### config.mk
export PLATFORM = sky130hd
export DESIGN_NAME = two_dim_parity_checker_top
export DESIGN_NICKNAME = d
export VERILOG_FILES = /design/src/hw/rtl/tdpc_pkg.sv /design/src/hw/rtl/two_dim_parity_checker_top.sv
export VERILOG_INCLUDE_DIRS = /design/src /design/src/hw/rtl
export SDC_FILE = /design/constraint.sdc
export NUM_CORES = 1
export LEC_CHECK = 0
export BUFFER_PORTS_ARGS = -buffer_cell sky130_fd_sc_hd__buf_2
export CORE_MARGIN = 2
export CORE_UTILIZATION = 55
export CTS_BUF_LIST = sky130_fd_sc_hd__clkbuf_4 sky130_fd_sc_hd__clkbuf_8
export CTS_CLUSTER_SIZE = 8
export DETAILED_ROUTE_END_ITERATION = 10
export PLACE_DENSITY = 0.7
export SYNTH_ARGS = -nofsm -noshare
export SYNTH_HDL_FRONTEND = slang
export SYNTH_SLANG_ARGS = --single-unit
### constraint.sdc
create_clock -name i_clk -period 3.3 [get_ports i_clk]
set_input_delay 0.495 -clock i_clk [delete_from_list [all_inputs] [get_ports i_clk]]
set_output_delay 0.495 -clock i_clk [all_outputs]
set_load 0.05 [all_outputs]
### src/hw/rtl/two_dim_parity_checker_top_assert.svh
// Assertion macros for the two-dimensional parity checker.
`ifndef TWO_DIM_PARITY_CHECKER_TOP_ASSERT_SVH
`define TWO_DIM_PARITY_CHECKER_TOP_ASSERT_SVH

// Same-cycle implication, checked at every rising edge outside reset.
`define TDPC_ASSERT_IMPL(lbl, ante, cons, msg) \
    lbl: assert property (@(posedge i_clk) disable iff (!i_rst_n) (ante) |-> (cons)) \
        else $error(msg);

// Next-cycle implication, checked at every rising edge outside reset.
`define TDPC_ASSERT_NEXT(lbl, ante, cons, msg) \
    lbl: assert property (@(posedge i_clk) disable iff (!i_rst_n) (ante) |=> (cons)) \
        else $error(msg);

`endif

### src/hw/rtl/tdpc_pkg.sv
// Shared types and constants of the two-dimensional parity checker.
package tdpc_pkg;

    localparam int unsigned MAX_SIZE_DEF = 128;
    localparam int unsigned DEFAULT_SIZE = 8;
    localparam int unsigned CFG_WIDTH    = 8;
    localparam int unsigned FIX_WIDTH    = 8;

    typedef enum logic [1:0] {
        VERDICT_OK      = 2'd0,
        VERDICT_CORRUPT = 2'd1,
        VERDICT_FIX     = 2'd2
    } t_verdict;

endpackage

### src/hw/rtl/two_dim_parity_checker_top.sv
// Two-dimensional parity checker: top level with column parity memory.
//
// Usage:
//   Configuration: i_cfg_we / i_cfg_wdata write the matrix size (0 acts as 1,
//   values above MAX_SIZE act as MAX_SIZE). A write restarts the matrix; write
//   only while the block is idle.
//   Input: one matrix bit per beat on i_valid / o_ready / i_data_bit, row-major.
//   Output: one verdict beat per matrix on o_valid / i_ready with o_verdict,
//   o_fix_row, o_fix_col (1-based position, zero unless a single bit to flip).
//   Throughput: one bit per cycle while o_ready is high. Column parities live in a
//   one-port-write, one-port-read memory with a registered read; each bit is a
//   read-modify-write that spans two stages, so beats flow back to back.
//   Order: the final bit passes stage 1, then the output register raises o_valid.
//   Stall: the output register holds a verdict while i_ready is low; the block
//   keeps taking bits until a second verdict would have nowhere to go, then
//   drops o_ready until the first one is taken.
//   Reset: synchronous, active low; size returns to 8 (or MAX_SIZE if smaller)
//   and a new matrix starts. The column memory needs no clearing pass: the
//   first row of each matrix overwrites it.
`include "two_dim_parity_checker_top_assert.svh"

module two_dim_parity_checker_top #(
    parameter int unsigned MAX_SIZE = tdpc_pkg::MAX_SIZE_DEF
) (
    input  logic                             i_clk,
    input  logic                             i_rst_n,
    input  logic                             i_cfg_we,
    input  logic [tdpc_pkg::CFG_WIDTH-1:0]   i_cfg_wdata,
    input  logic                             i_valid,
    output logic                             o_ready,
    input  logic                             i_data_bit,
    output logic                             o_valid,
    input  logic                             i_ready,
    output tdpc_pkg::t_verdict               o_verdict,
    output logic [tdpc_pkg::FIX_WIDTH-1:0]   o_fix_row,
    output logic [tdpc_pkg::FIX_WIDTH-1:0]   o_fix_col
);
    import tdpc_pkg::*;

    localparam int unsigned PW       = (MAX_SIZE > 1) ? $clog2(MAX_SIZE) : 1;
    localparam int unsigned RST_SIZE = (DEFAULT_SIZE < MAX_SIZE) ? DEFAULT_SIZE : MAX_SIZE;
    localparam logic [PW-1:0] RST_LAST = PW'(RST_SIZE - 1);

    // stage 0: position tracking
    logic [PW-1:0] r_last_idx;
    logic [PW-1:0] n_last_idx;
    logic [PW-1:0] r_row_pos;
    logic [PW-1:0] r_col_pos;
    logic          col_last;
    logic          row_last;
    logic          in_acc;

    // stage 1: read-modify-write of the column parity
    logic          r_s1_valid;
    logic          r_s1_bit;
    logic [PW-1:0] r_s1_row;
    logic [PW-1:0] r_s1_col;
    logic          r_s1_first;
    logic          r_s1_last_row;
    logic          r_s1_last_col;
    logic          s1_final;
    logic          s1_stall;
    logic          s1_adv;

    logic          r_col_par_mem [MAX_SIZE];
    logic          r_rd_data;
    logic          r_fwd_hit;
    logic          r_fwd_data;
    logic          rd_par;
    logic          colp;

    // matrix accumulators
    logic          r_row_par;
    logic [1:0]    r_odd_rows;
    logic [1:0]    r_odd_cols;
    logic [PW-1:0] r_last_odd_row;
    logic [PW-1:0] r_last_odd_col;
    logic          n_row_par;
    logic [1:0]    n_odd_rows;
    logic [1:0]    n_odd_cols;
    logic [PW-1:0] n_last_odd_row;
    logic [PW-1:0] n_last_odd_col;
    logic          odd_row_evt;
    logic          odd_col_evt;

    // verdict and output register
    t_verdict               n_verdict;
    logic [FIX_WIDTH-1:0]   n_fix_row;
    logic [FIX_WIDTH-1:0]   n_fix_col;
    logic                   r_out_valid;
    t_verdict               r_out_verdict;
    logic [FIX_WIDTH-1:0]   r_out_fix_row;
    logic [FIX_WIDTH-1:0]   r_out_fix_col;

    // ---------------- handshake ----------------
    assign s1_final = r_s1_last_row && r_s1_last_col;
    assign s1_stall = r_s1_valid && s1_final && r_out_valid && !i_ready;
    assign s1_adv   = r_s1_valid && !s1_stall;
    assign o_ready  = !s1_stall;
    assign in_acc   = i_valid && o_ready;

    // ---------------- configuration ----------------
    always_comb begin
        if (i_cfg_wdata == '0) begin
            n_last_idx = '0;
        end else if (32'(i_cfg_wdata) > MAX_SIZE) begin
            n_last_idx = PW'(MAX_SIZE - 1);
        end else begin
            n_last_idx = PW'(32'(i_cfg_wdata) - 32'd1);
        end
    end

    // ---------------- stage 0 ----------------
    assign col_last = (r_col_pos == r_last_idx);
    assign row_last = (r_row_pos == r_last_idx);

    always_ff @(posedge i_clk) begin
        if (!i_rst_n) begin
            r_last_idx <= RST_LAST;
            r_row_pos  <= '0;
            r_col_pos  <= '0;
        end else if (i_cfg_we) begin
            r_last_idx <= n_last_idx;
            r_row_pos  <= '0;
            r_col_pos  <= '0;
        end else if (in_acc) begin
            if (col_last) begin
                r_col_pos <= '0;
                r_row_pos <= row_last ? '0 : r_row_pos + PW'(1);
            end else begin
                r_col_pos <= r_col_pos + PW'(1);
            end
        end
    end

    always_ff @(posedge i_clk) begin
        if (!i_rst_n) begin
            r_s1_valid <= 1'b0;
        end else if (in_acc) begin
            r_s1_valid <= 1'b1;
        end else if (s1_adv) begin
            r_s1_valid <= 1'b0;
        end
    end

    always_ff @(posedge i_clk) begin
        if (in_acc) begin
            r_s1_bit      <= i_data_bit;
            r_s1_row      <= r_row_pos;
            r_s1_col      <= r_col_pos;
            r_s1_first    <= (r_row_pos == '0);
            r_s1_last_row <= row_last;
            r_s1_last_col <= col_last;
        end
    end

    // ---------------- column parity memory ----------------
    always_ff @(posedge i_clk) begin
        if (in_acc) begin
            r_rd_data  <= r_col_par_mem[r_col_pos];
            // write in the same cycle to the column being read: take new data
            r_fwd_hit  <= s1_adv && (r_s1_col == r_col_pos);
            r_fwd_data <= colp;
        end
    end

    always_ff @(posedge i_clk) begin
        if (s1_adv) begin
            r_col_par_mem[r_s1_col] <= colp;
        end
    end

    assign rd_par = r_fwd_hit ? r_fwd_data : r_rd_data;
    // first row overwrites, which clears the store for a new matrix
    assign colp   = r_s1_first ? r_s1_bit : (rd_par ^ r_s1_bit);

    // ---------------- stage 1 accumulators ----------------
    assign n_row_par   = r_row_par ^ r_s1_bit;
    assign odd_row_evt = r_s1_last_col && n_row_par;
    assign odd_col_evt = r_s1_last_row && colp;

    always_comb begin
        n_odd_rows     = r_odd_rows;
        n_odd_cols     = r_odd_cols;
        n_last_odd_row = r_last_odd_row;
        n_last_odd_col = r_last_odd_col;
        if (odd_row_evt) begin
            n_last_odd_row = r_s1_row;
            if (r_odd_rows != 2'd2) begin
                n_odd_rows = r_odd_rows + 2'd1;
            end
        end
        if (odd_col_evt) begin
            n_last_odd_col = r_s1_col;
            if (r_odd_cols != 2'd2) begin
                n_odd_cols = r_odd_cols + 2'd1;
            end
        end
    end

    always_ff @(posedge i_clk) begin
        if (!i_rst_n || i_cfg_we) begin
            r_row_par      <= 1'b0;
            r_odd_rows     <= '0;
            r_odd_cols     <= '0;
            r_last_odd_row <= '0;
            r_last_odd_col <= '0;
        end else if (s1_adv) begin
            if (s1_final) begin
                r_row_par      <= 1'b0;
                r_odd_rows     <= '0;
                r_odd_cols     <= '0;
                r_last_odd_row <= '0;
                r_last_odd_col <= '0;
            end else begin
                r_row_par      <= r_s1_last_col ? 1'b0 : n_row_par;
                r_odd_rows     <= n_odd_rows;
                r_odd_cols     <= n_odd_cols;
                r_last_odd_row <= n_last_odd_row;
                r_last_odd_col <= n_last_odd_col;
            end
        end
    end

    // ---------------- verdict ----------------
    always_comb begin
        n_verdict = VERDICT_FIX;
        n_fix_row = '0;
        n_fix_col = '0;
        if (n_odd_rows == 2'd0 && n_odd_cols == 2'd0) begin
            n_verdict = VERDICT_OK;
        end else if (n_odd_rows == 2'd2 || n_odd_cols == 2'd2 ||
                     n_odd_rows == 2'd0 || n_odd_cols == 2'd0) begin
            n_verdict = VERDICT_CORRUPT;
        end else begin
            n_verdict = VERDICT_FIX;
            n_fix_row = FIX_WIDTH'(n_last_odd_row) + FIX_WIDTH'(1);
            n_fix_col = FIX_WIDTH'(n_last_odd_col) + FIX_WIDTH'(1);
        end
    end

    always_ff @(posedge i_clk) begin
        if (!i_rst_n) begin
            r_out_valid <= 1'b0;
        end else if (s1_adv && s1_final) begin
            r_out_valid <= 1'b1;
        end else if (i_ready) begin
            r_out_valid <= 1'b0;
        end
    end

    always_ff @(posedge i_clk) begin
        if (s1_adv && s1_final) begin
            r_out_verdict <= n_verdict;
            r_out_fix_row <= n_fix_row;
            r_out_fix_col <= n_fix_col;
        end
    end

    assign o_valid   = r_out_valid;
    assign o_verdict = r_out_verdict;
    assign o_fix_row = r_out_fix_row;
    assign o_fix_col = r_out_fix_col;

    // ---------------- assertions ----------------
    `TDPC_ASSERT_IMPL(a_pos_in_range, 1'b1,
        (r_col_pos <= r_last_idx) && (r_row_pos <= r_last_idx),
        "matrix position beyond configured size")
    `TDPC_ASSERT_NEXT(a_final_gives_verdict, s1_adv && s1_final, r_out_valid,
        "final bit retired without a verdict beat")
    `TDPC_ASSERT_IMPL(a_stall_only_when_full, r_s1_valid && !s1_adv,
        r_out_valid && !i_ready, "stage 1 held while output can drain")
    `TDPC_ASSERT_IMPL(a_fix_zero_unless_flip, r_out_valid && (r_out_verdict != VERDICT_FIX),
        (r_out_fix_row == '0) && (r_out_fix_col == '0),
        "fix position set on a verdict that names no bit")

endmodule

# After elaboration in Yosys (flattened, before gate mapping)
# Memory sizes are Yosys's and may differ from the RTL's. A register that Yosys moved wholly into a read port is not among the register bits.
# Cells that the tools add are included.
word_totals:
  in_bits: 14
  mem_bits_rw: 128
  reg_bits: 80
  rom_bits: 0
  memories: 1
  latch_bits: 0
classes:
  magnitude_cmp: 1
  add_sub_neg: 7
  mux: 25
  n_reduce_logical: 27
  bitwise_logic: 3
  n_eq_ne: 7
  shifts: 0
  div_mod_pow: 0
  multipliers: 0
memory_table:
  columns: ["memory", "depth", "width", "read_ports", "rd_clocked_by_memory_dff", "wr", "line_no", "text"]
  rows:
  - ["r_col_par_mem", 128, 1, 1, 1, 1, "two_dim_parity_checker_top.sv:65", "logic r_col_par_mem [MAX_SIZE];"]
ops:
  columns: ["operator", "n"]
  rows:
  - ["7-bit 2-to-1 mux", 8]
  - ["7-bit == test", 3]
  - ["7-bit by 1-bit adder with 8-bit output, second input constant", 2]
  - ["7-bit by 1-bit adder with 7-bit output, second input constant", 2]
  - ["2-bit 2-to-1 mux", 7]
  - ["1-bit logical AND", 11]
  - ["1-bit 2-to-1 mux", 10]
  - ["8-bit > comparator, second input constant", 1]
  - ["8-bit zero test", 1]
  - ["7-bit zero test", 1]
  - ["7-bit by 1-bit subtractor with 7-bit output, second input constant", 1]
  - ["2-bit by 1-bit adder with 2-bit output, second input constant", 2]
  - ["2-bit == test, second input constant", 2]
  - ["2-bit zero test", 2]
  - ["1-bit logical OR", 4]
  - ["2-bit != test, second input constant", 2]
  - ["2-bit nonzero test", 2]
  - ["2-bit OR reduction", 2]
  - ["1-bit zero test", 3]
  - ["2-bit AND reduction", 1]
  - ["1-bit bitwise XOR", 2]
  - ["1-bit NOT", 1]

# Depth between registers and ports, before layout
# Gate-level depths: netlist of run 1.
logic_depth:
  word_depth: 10
  depth_mapped: 10

# Least setup slack after synthesis of run 1
# No wires, ideal clock.
synth_path:
  path_kind: "flip-flop to flip-flop"
  from: "reg r_s1_bit"
  to: "mem r_col_par_mem[0] (data pin)"
  path_buffers: 0
  setup_ns: 0.513
  t_required_ns: 2.787
  t_arrival_ns: 2.345
  synth_period_minus_slack_ns: 2.858
  path_stages_with_launch: 3
  setup_slack_ns: 0.442
  cell_sequence: "edfxtp_1 > or3_1 > nand2_1"
synth_via:
  elab_chain_cells: 2
synth_rtl:
  columns: ["element", "line_no", "text"]
  rows:
  - ["start, declared", "two_dim_parity_checker_top.sv:55", "logic r_s1_bit;"]
  - ["start signal, assigned", "two_dim_parity_checker_top.sv:148", "r_s1_bit <= i_data_bit;"]
  - ["1-bit bitwise XOR", "two_dim_parity_checker_top.sv:175", "assign colp = r_s1_first ? r_s1_bit : (rd_par ^ r_s1_bit);"]
  - ["1-bit 2-to-1 mux (*)", "two_dim_parity_checker_top.sv:175", null]
  - ["via colp", "two_dim_parity_checker_top.sv:70", "logic colp;"]
  - ["end, declared", "two_dim_parity_checker_top.sv:65", null]
# The timed path passes the listed nets; every way through them passes the cells marked *.

==> impl_metrics.env, run 1 <==
export IMPL_fmax_ghz=0.389
export IMPL_yosys_top_cells_area="edfxtp_1 52%, dfxtp_1 8.7%, nor2_1 7.3%"
export IMPL_cp_start_kind="flop"
export IMPL_avgSynthCellArea_sq_um=11.8
export IMPL_cts_sinks=209
export IMPL_synth_cells=823
export IMPL_wl_per_cell_um=18.8
export IMPL_io_pin_count=34
export IMPL_reg2reg_from="r_col_pos[0]"
export IMPL_yosysWarnings=0
export IMPL_tns_ps=0
export IMPL_synth_cell_type_count=56
export IMPL_hold_start="i_data_bit"
export IMPL_synth_main_ff_cell="edfxtp_1"
export IMPL_post_route_cells_drive_above_1_share_pct=16.4
export IMPL_numCtsBuffers=37
export IMPL_area_growth_pct=11.3
export IMPL_via_per_inst=5.90
export IMPL_grt_pass1_vias=6711
export IMPL_rsz0062_at_grt="no"
export IMPL_endpoint_kind="flop"
export IMPL_critPathRequiredTime_ps=3610
export IMPL_first_iter_violations=531
export IMPL_holdPathEnd="r_s1_bit"
export IMPL_die_h_um=137
export IMPL_drtAntennaViolNets=0
export IMPL_dr_pass1_iters=5
export IMPL_gr_total_overflow=0
export IMPL_gp_congestion=0.877
export IMPL_drv_slew=0
export IMPL_hpwl_um=13700
export IMPL_tritoncts="built"
export IMPL_setup_viol=0
export IMPL_core_area_sq_mm=0.0173
export IMPL_synth_top_area_cell="edfxtp_1"
export IMPL_synth_edff_count=167
export IMPL_cap_violations=0
export IMPL_hold_path_depth=1
export IMPL_ys_seq_area_share_pct=60.4
export IMPL_clockBufferDepth=3
export IMPL_die_x_um=137
export IMPL_rr_worst_depth=7
export IMPL_synth_area_sq_mm=0.00970
export IMPL_synth_seq_cells=209
export IMPL_ctsResizeCount=0
export IMPL_fin_crit_ps=2570
export IMPL_holdWs_ps=194
export IMPL_num_rows=48
export IMPL_p_per_area_mw_per_mm2=500
export IMPL_grt_usage_pct=23.9
export IMPL_initial_core_util_pct=56.1
export IMPL_rrSetupSlack_ps=730
export IMPL_leakage_nw=3.45
export IMPL_synth_top_cell_area_share_pct=51.7
export IMPL_die_area_sq_mm=0.0187
export IMPL_ir_drop_v=0.000302
export IMPL_diodes=0
export IMPL_htreeDepth=2
export IMPL_hp_class="in2reg"
export IMPL_cts_setup_buffers=0
export IMPL_async_flop_share_pct=0
export IMPL_io_buffers=33
export IMPL_drt_total_wl_um=21100
export IMPL_place_area_sq_mm=0.0101
export IMPL_worst_clock_skew_ps=15.4
export IMPL_crit_fanout=25
export IMPL_maxSlewHeadroom_pct=45.2
export IMPL_fin_util_pct=62.4
export IMPL_layout_nets=891
export IMPL_arrival_ps=2880
export IMPL_tightest_slew_ps=820
export IMPL_design_area_sq_mm=0.0108
export IMPL_antenna_found_initial=0
export IMPL_clkTransAtPathRegs_ps=60
export IMPL_hold_violations=0
export IMPL_status="complete, no violations"
export IMPL_via_count=6604
export IMPL_cts_hold_buf=0
export IMPL_critical_path_class="reg2reg"
export IMPL_drc_errors=0
export IMPL_grt_max_degree=46
export IMPL_r2r_end="r_rd_data"
export IMPL_synth_nets=845
export IMPL_period_share_pct=77.9
export IMPL_grt_pass1_wl_um=34300
export IMPL_cts_root_buf="clkbuf_8"
export IMPL_final_common_cell="nor2_1"
export IMPL_final_cell_mix="189 x nor2_1, 167 x edfxtp_1, 49 x nand2_1"
export IMPL_worstSkewPairLatency_ps=510
registers in the layout, indices dropped and copies added, names as in the netlist:
name and cells:
o_fix_col 8, o_fix_row 8, o_valid 1, o_verdict 2, r_col_par_mem 128, r_col_pos 7
r_fwd_data 1, r_fwd_hit 1, r_last_idx 7, r_last_odd_col 7, r_last_odd_row 7, r_odd_cols 2
r_odd_rows 2, r_rd_data 1, r_row_par 1, r_row_pos 7, r_s1_bit 1, r_s1_col 7
r_s1_first 1, r_s1_last_col 1, r_s1_last_row 1, r_s1_row 7, r_s1_valid 1
kinds of logic after synthesis:
kind of cell / Yosys count / synth area share [%]
DFF: 209 / 60.4
AOI/OAI and AO/OA: 96 / 6.70
xor gates and xnor gates: 52 / 4.70
and+or+nand+nor: 336 / 15.4
buffers and inverters: 64 / 3.06
adders and majority gates: 8 / 1.03
muxes: 58 / 8.75
power breakdown:
part / internal [mW] / switching [mW] / total (mW)
Combinational: 0.0762 / 0.142 / 0.218
Sequential: 2.86 / 0.0376 / 2.90
Clock: 1.28 / 0.997 / 2.27
synthesized netlist by cell type, types with 7 or more instances:
cell type	number
a211oi_1	7
a21oi_1	12
a22oi_1	20
buf_4	7
clkbuf_1	31
dfxtp_1	42
edfxtp_1	167
ha_1	8
inv_1	15
mux2i_1	33
mux4_2	21
nand2_1	50
nand3_1	28
nand4_1	14
nor2_1	189
nor2b_1	12
nor3_1	11
o21ai_0	21
xnor2_1	24
xor2_1	28
metal layers:
layer / up-vias / wire (um) / track usage (%)
li1: 3077 / - / -
met5: - / 0 / 0
met1: 3226 / 8570 / 30.9
met2: 259 / 10600 / 40.6
met3: 42 / 1510 / 4.70
met4: 0 / 379 / 7.96
layout make-up:
type / instances / area (sq um)
multi-input cells: 550 / 3550
clock buffers: 56 / 664
well taps: 225 / 282
inverters: 15 / 56.3
flip-flops and latches: 209 / 5860
fillers: 1376 / 6500
repair buffers: 56 / 350
clock inverters: 9 / 35.0
critical path, cell delays in order (launching register included):
cell and delay [ps]:
dfxtp_2 740, buf_4 360, mux2i_1 110, o311ai_0 360
a211oi_1 140, a22oi_1 210, o21ai_0 130, nor4_1 320
worst max path at each step:
stage / depth (start not counted) / from / to
floorplan: 2 / r_s1_bit / r_col_par_mem[0]
global placement: 8 / r_col_pos[1] / r_rd_data
detailed placement: 7 / r_col_pos[0] / r_rd_data
CTS: 7 / r_col_pos[0] / r_rd_data
global route: 8 / r_col_pos[1] / r_rd_data
finish: 7 / r_col_pos[0] / r_rd_data
per-stage QoR:
step	total power, mW	std cells	setup slack (ps)
after global routing	5.59	1120	575
final	5.39	1120	729
after CTS	5.44	1120	805
after detailed placement	3.17	1055	823
after global placement	3.16	1055	878
after floorplan	3.10	823	442
(Power assumes the default switching activity.)
==> run 2, diff against run 1 <==
Clock period 3.3 ns to 2.4 ns, I/O delays scaled along.
==> run 2 against run 1 <==
  * Total power up 35%
  * Sequential cell count unchanged
  * Critical path depth down 2
  * Clock power up 31%
  * Global-route usage down 0.36 points
  * Register-to-register slack worse by 660 ps
  * Via count about the same
  * Combinational power up 50%
  * Fmax up 10%
  * Sequential share of layout area down 0.47 points
  * Hold slack worse by 140 ps
  * First-iteration DRC count down 12%
  * Highest routed layer unchanged
==> impl_metrics.env, run 2 (synthesis results as in run 1) <==
export IMPL_status="complete, no violations"
export IMPL_largest_reg_flops=128
export IMPL_p_comb_share_pct=4.5
export IMPL_drt_total_wl_um=21100
export IMPL_initial_core_util_pct=56.1
export IMPL_arrival_ps=2590
export IMPL_antenna_found_initial=0
export IMPL_power_frac_seq_pct=54.7
export IMPL_grt_pass1_wl_um=33900
export IMPL_drtAntennaViolNets=0
export IMPL_maxSlewHeadroom_pct=54.8
export IMPL_layout_nets=902
export IMPL_numCtsBuffers=35
export IMPL_ir_drop_v=0.000425
export IMPL_p_int_mw=5.67
export IMPL_fin_crit_ps=2330
export IMPL_endpoint_kind="flop"
export IMPL_hpwl_um=13400
export IMPL_hp_class="in2reg"
export IMPL_tightest_slew_ps=673
export IMPL_drv_slew=0
export IMPL_die_area_sq_mm=0.0187
export IMPL_p_per_area_mw_per_mm2=668
export IMPL_dr_pass1_iters=5
export IMPL_htreeDepth=2
export IMPL_grt_pass1_vias=6579
export IMPL_critPathRequiredTime_ps=2660
export IMPL_drc_errors=0
export IMPL_hold_violations=0
export IMPL_cap_violations=0
export IMPL_busiest_layer="met2"
export IMPL_period_share_pct=97.1
export IMPL_p_clk_share_pct=40.8
export IMPL_cts_root_buf="clkbuf_8"
export IMPL_grtUsageMet3_pct=4.56
export IMPL_gp_congestion=0.844
export IMPL_n_fill_cell=1416
export IMPL_cts_hold_buf=0
export IMPL_clkTransAtPathRegs_ps=60
export IMPL_final_common_cell="nor2_1"
export IMPL_diodes=0
export IMPL_via_count=6605
export IMPL_largest_register="r_col_par_mem"
export IMPL_fmax_ghz=0.429
export IMPL_io_pin_count=34
export IMPL_fin_util_pct=63.0
export IMPL_die_h_um=137
export IMPL_post_route_cells_drive_above_1_share_pct=17.5
export IMPL_critical_path_class="reg2reg"
export IMPL_setup_viol=0
export IMPL_clockBufferDepth=3
export IMPL_first_iter_violations=468
export IMPL_core_area_sq_mm=0.0173
export IMPL_p_sw_mw=1.60
export IMPL_gr_total_overflow=0
export IMPL_tns_ps=0
export IMPL_rsz0062_at_grt="no"
export IMPL_grt_max_degree=130
export IMPL_die_x_um=137
export IMPL_cp_start_kind="flop"
export IMPL_area_growth_pct=12.3
export IMPL_gr_usage_met1_pct=30.0
export IMPL_crit_fanout=14
export IMPL_final_cell_mix="189 x nor2_1, 167 x edfxtp_1, 49 x nand2_1"
export IMPL_via_per_inst=5.87
export IMPL_tritoncts="built"
export IMPL_grt_usage_pct=23.5
export IMPL_multi_input_area_sq_mm=0.00355
export IMPL_wl_per_cell_um=18.7
export IMPL_worst_clock_skew_ps=22.2
export IMPL_register_area_sq_mm=0.00586
export IMPL_worstSkewPairLatency_ps=520
export IMPL_cts_sinks=209
export IMPL_grt_use_met2_pct=39.9
export IMPL_io_buffers=33
export IMPL_num_rows=48
export IMPL_leakage_nw=3.49
export IMPL_swShare_pct=22.0
## run 2: cell count changes in the layout (fill, tap and decap cells not counted), sizes merged
cell,before,now
clkinvlp,0,1
buf,56,69
clkinv,9,8
clkbuf,56,49
## run 2: worst paths after layout
check / startpoint / endpoint / slack (ps) / depth (start not counted)
setup / recovery: r_col_pos[0] / r_rd_data / 70 / 5
hold / removal: i_data_bit / r_s1_bit / 50 / 1
setup reg to reg: r_col_pos[0] / r_rd_data / 70 / 5
hold reg to reg: r_odd_rows[1] / r_odd_rows[1] / 520 / 2
## run 2: what timing repair did
item | 4_1_cts | 5_1_grt
setup buffers | 0 | 0
resized for setup | 0 | 2
endpoints found under the setup margin | 0 | 2
## run 2: worst max-delay path, stage by stage (launching register included)
cell       delay, ps
dfxtp_2          510
mux4_2           540
a2111oi_0        490
o21ai_0          240
a21oi_1          220
nor4_1            70
## run 2: power groups by stage
stage,Sequential (mW),Clock (mW),Combinational [mW]
floorplan,4.04,0,0.219
global placement,4.05,0,0.315
detailed placement,4.05,0,0.324
CTS,3.97,3.02,0.326
global route,3.98,3.15,0.360
finish,3.97,2.97,0.328
## run 2: through the flow
step | instance area, sq um | hold WS (ps) | power, mW | worst slack (ps) | instances
final | 10900 | 52.1 | 7.27 | 69.5 | 1126
after global routing | 10900 | 57.3 | 7.49 | 40.7 | 1126
after CTS | 10900 | 38.3 | 7.32 | 170 | 1126
after detailed placement | 10200 | 508 | 4.37 | 229 | 1068
after global placement | 10200 | 476 | 4.36 | 295 | 1068
after floorplan | 9700 | 406 | 4.26 | 263 | 823
## run 2: area by class of cell
| class | count | share of cell area (%) |
|---|---|---|
| sequential | 209 | 53.8 |
| multi-input combinational | 550 | 32.6 |
| timing repair buffer | 69 | 4.49 |
| clock buffer | 49 | 5.56 |
| tap | 225 | 2.59 |
| clock inverter | 9 | 0.391 |
| inverter | 15 | 0.517 |
## run 2: per-layer routing
metal | up-vias | share of wire (%)
met5 | - | 0
met4 | 0 | 3.2
met3 | 68 | 5.9
met2 | 229 | 50
met1 | 3223 | 41
li1 | 3085 | -
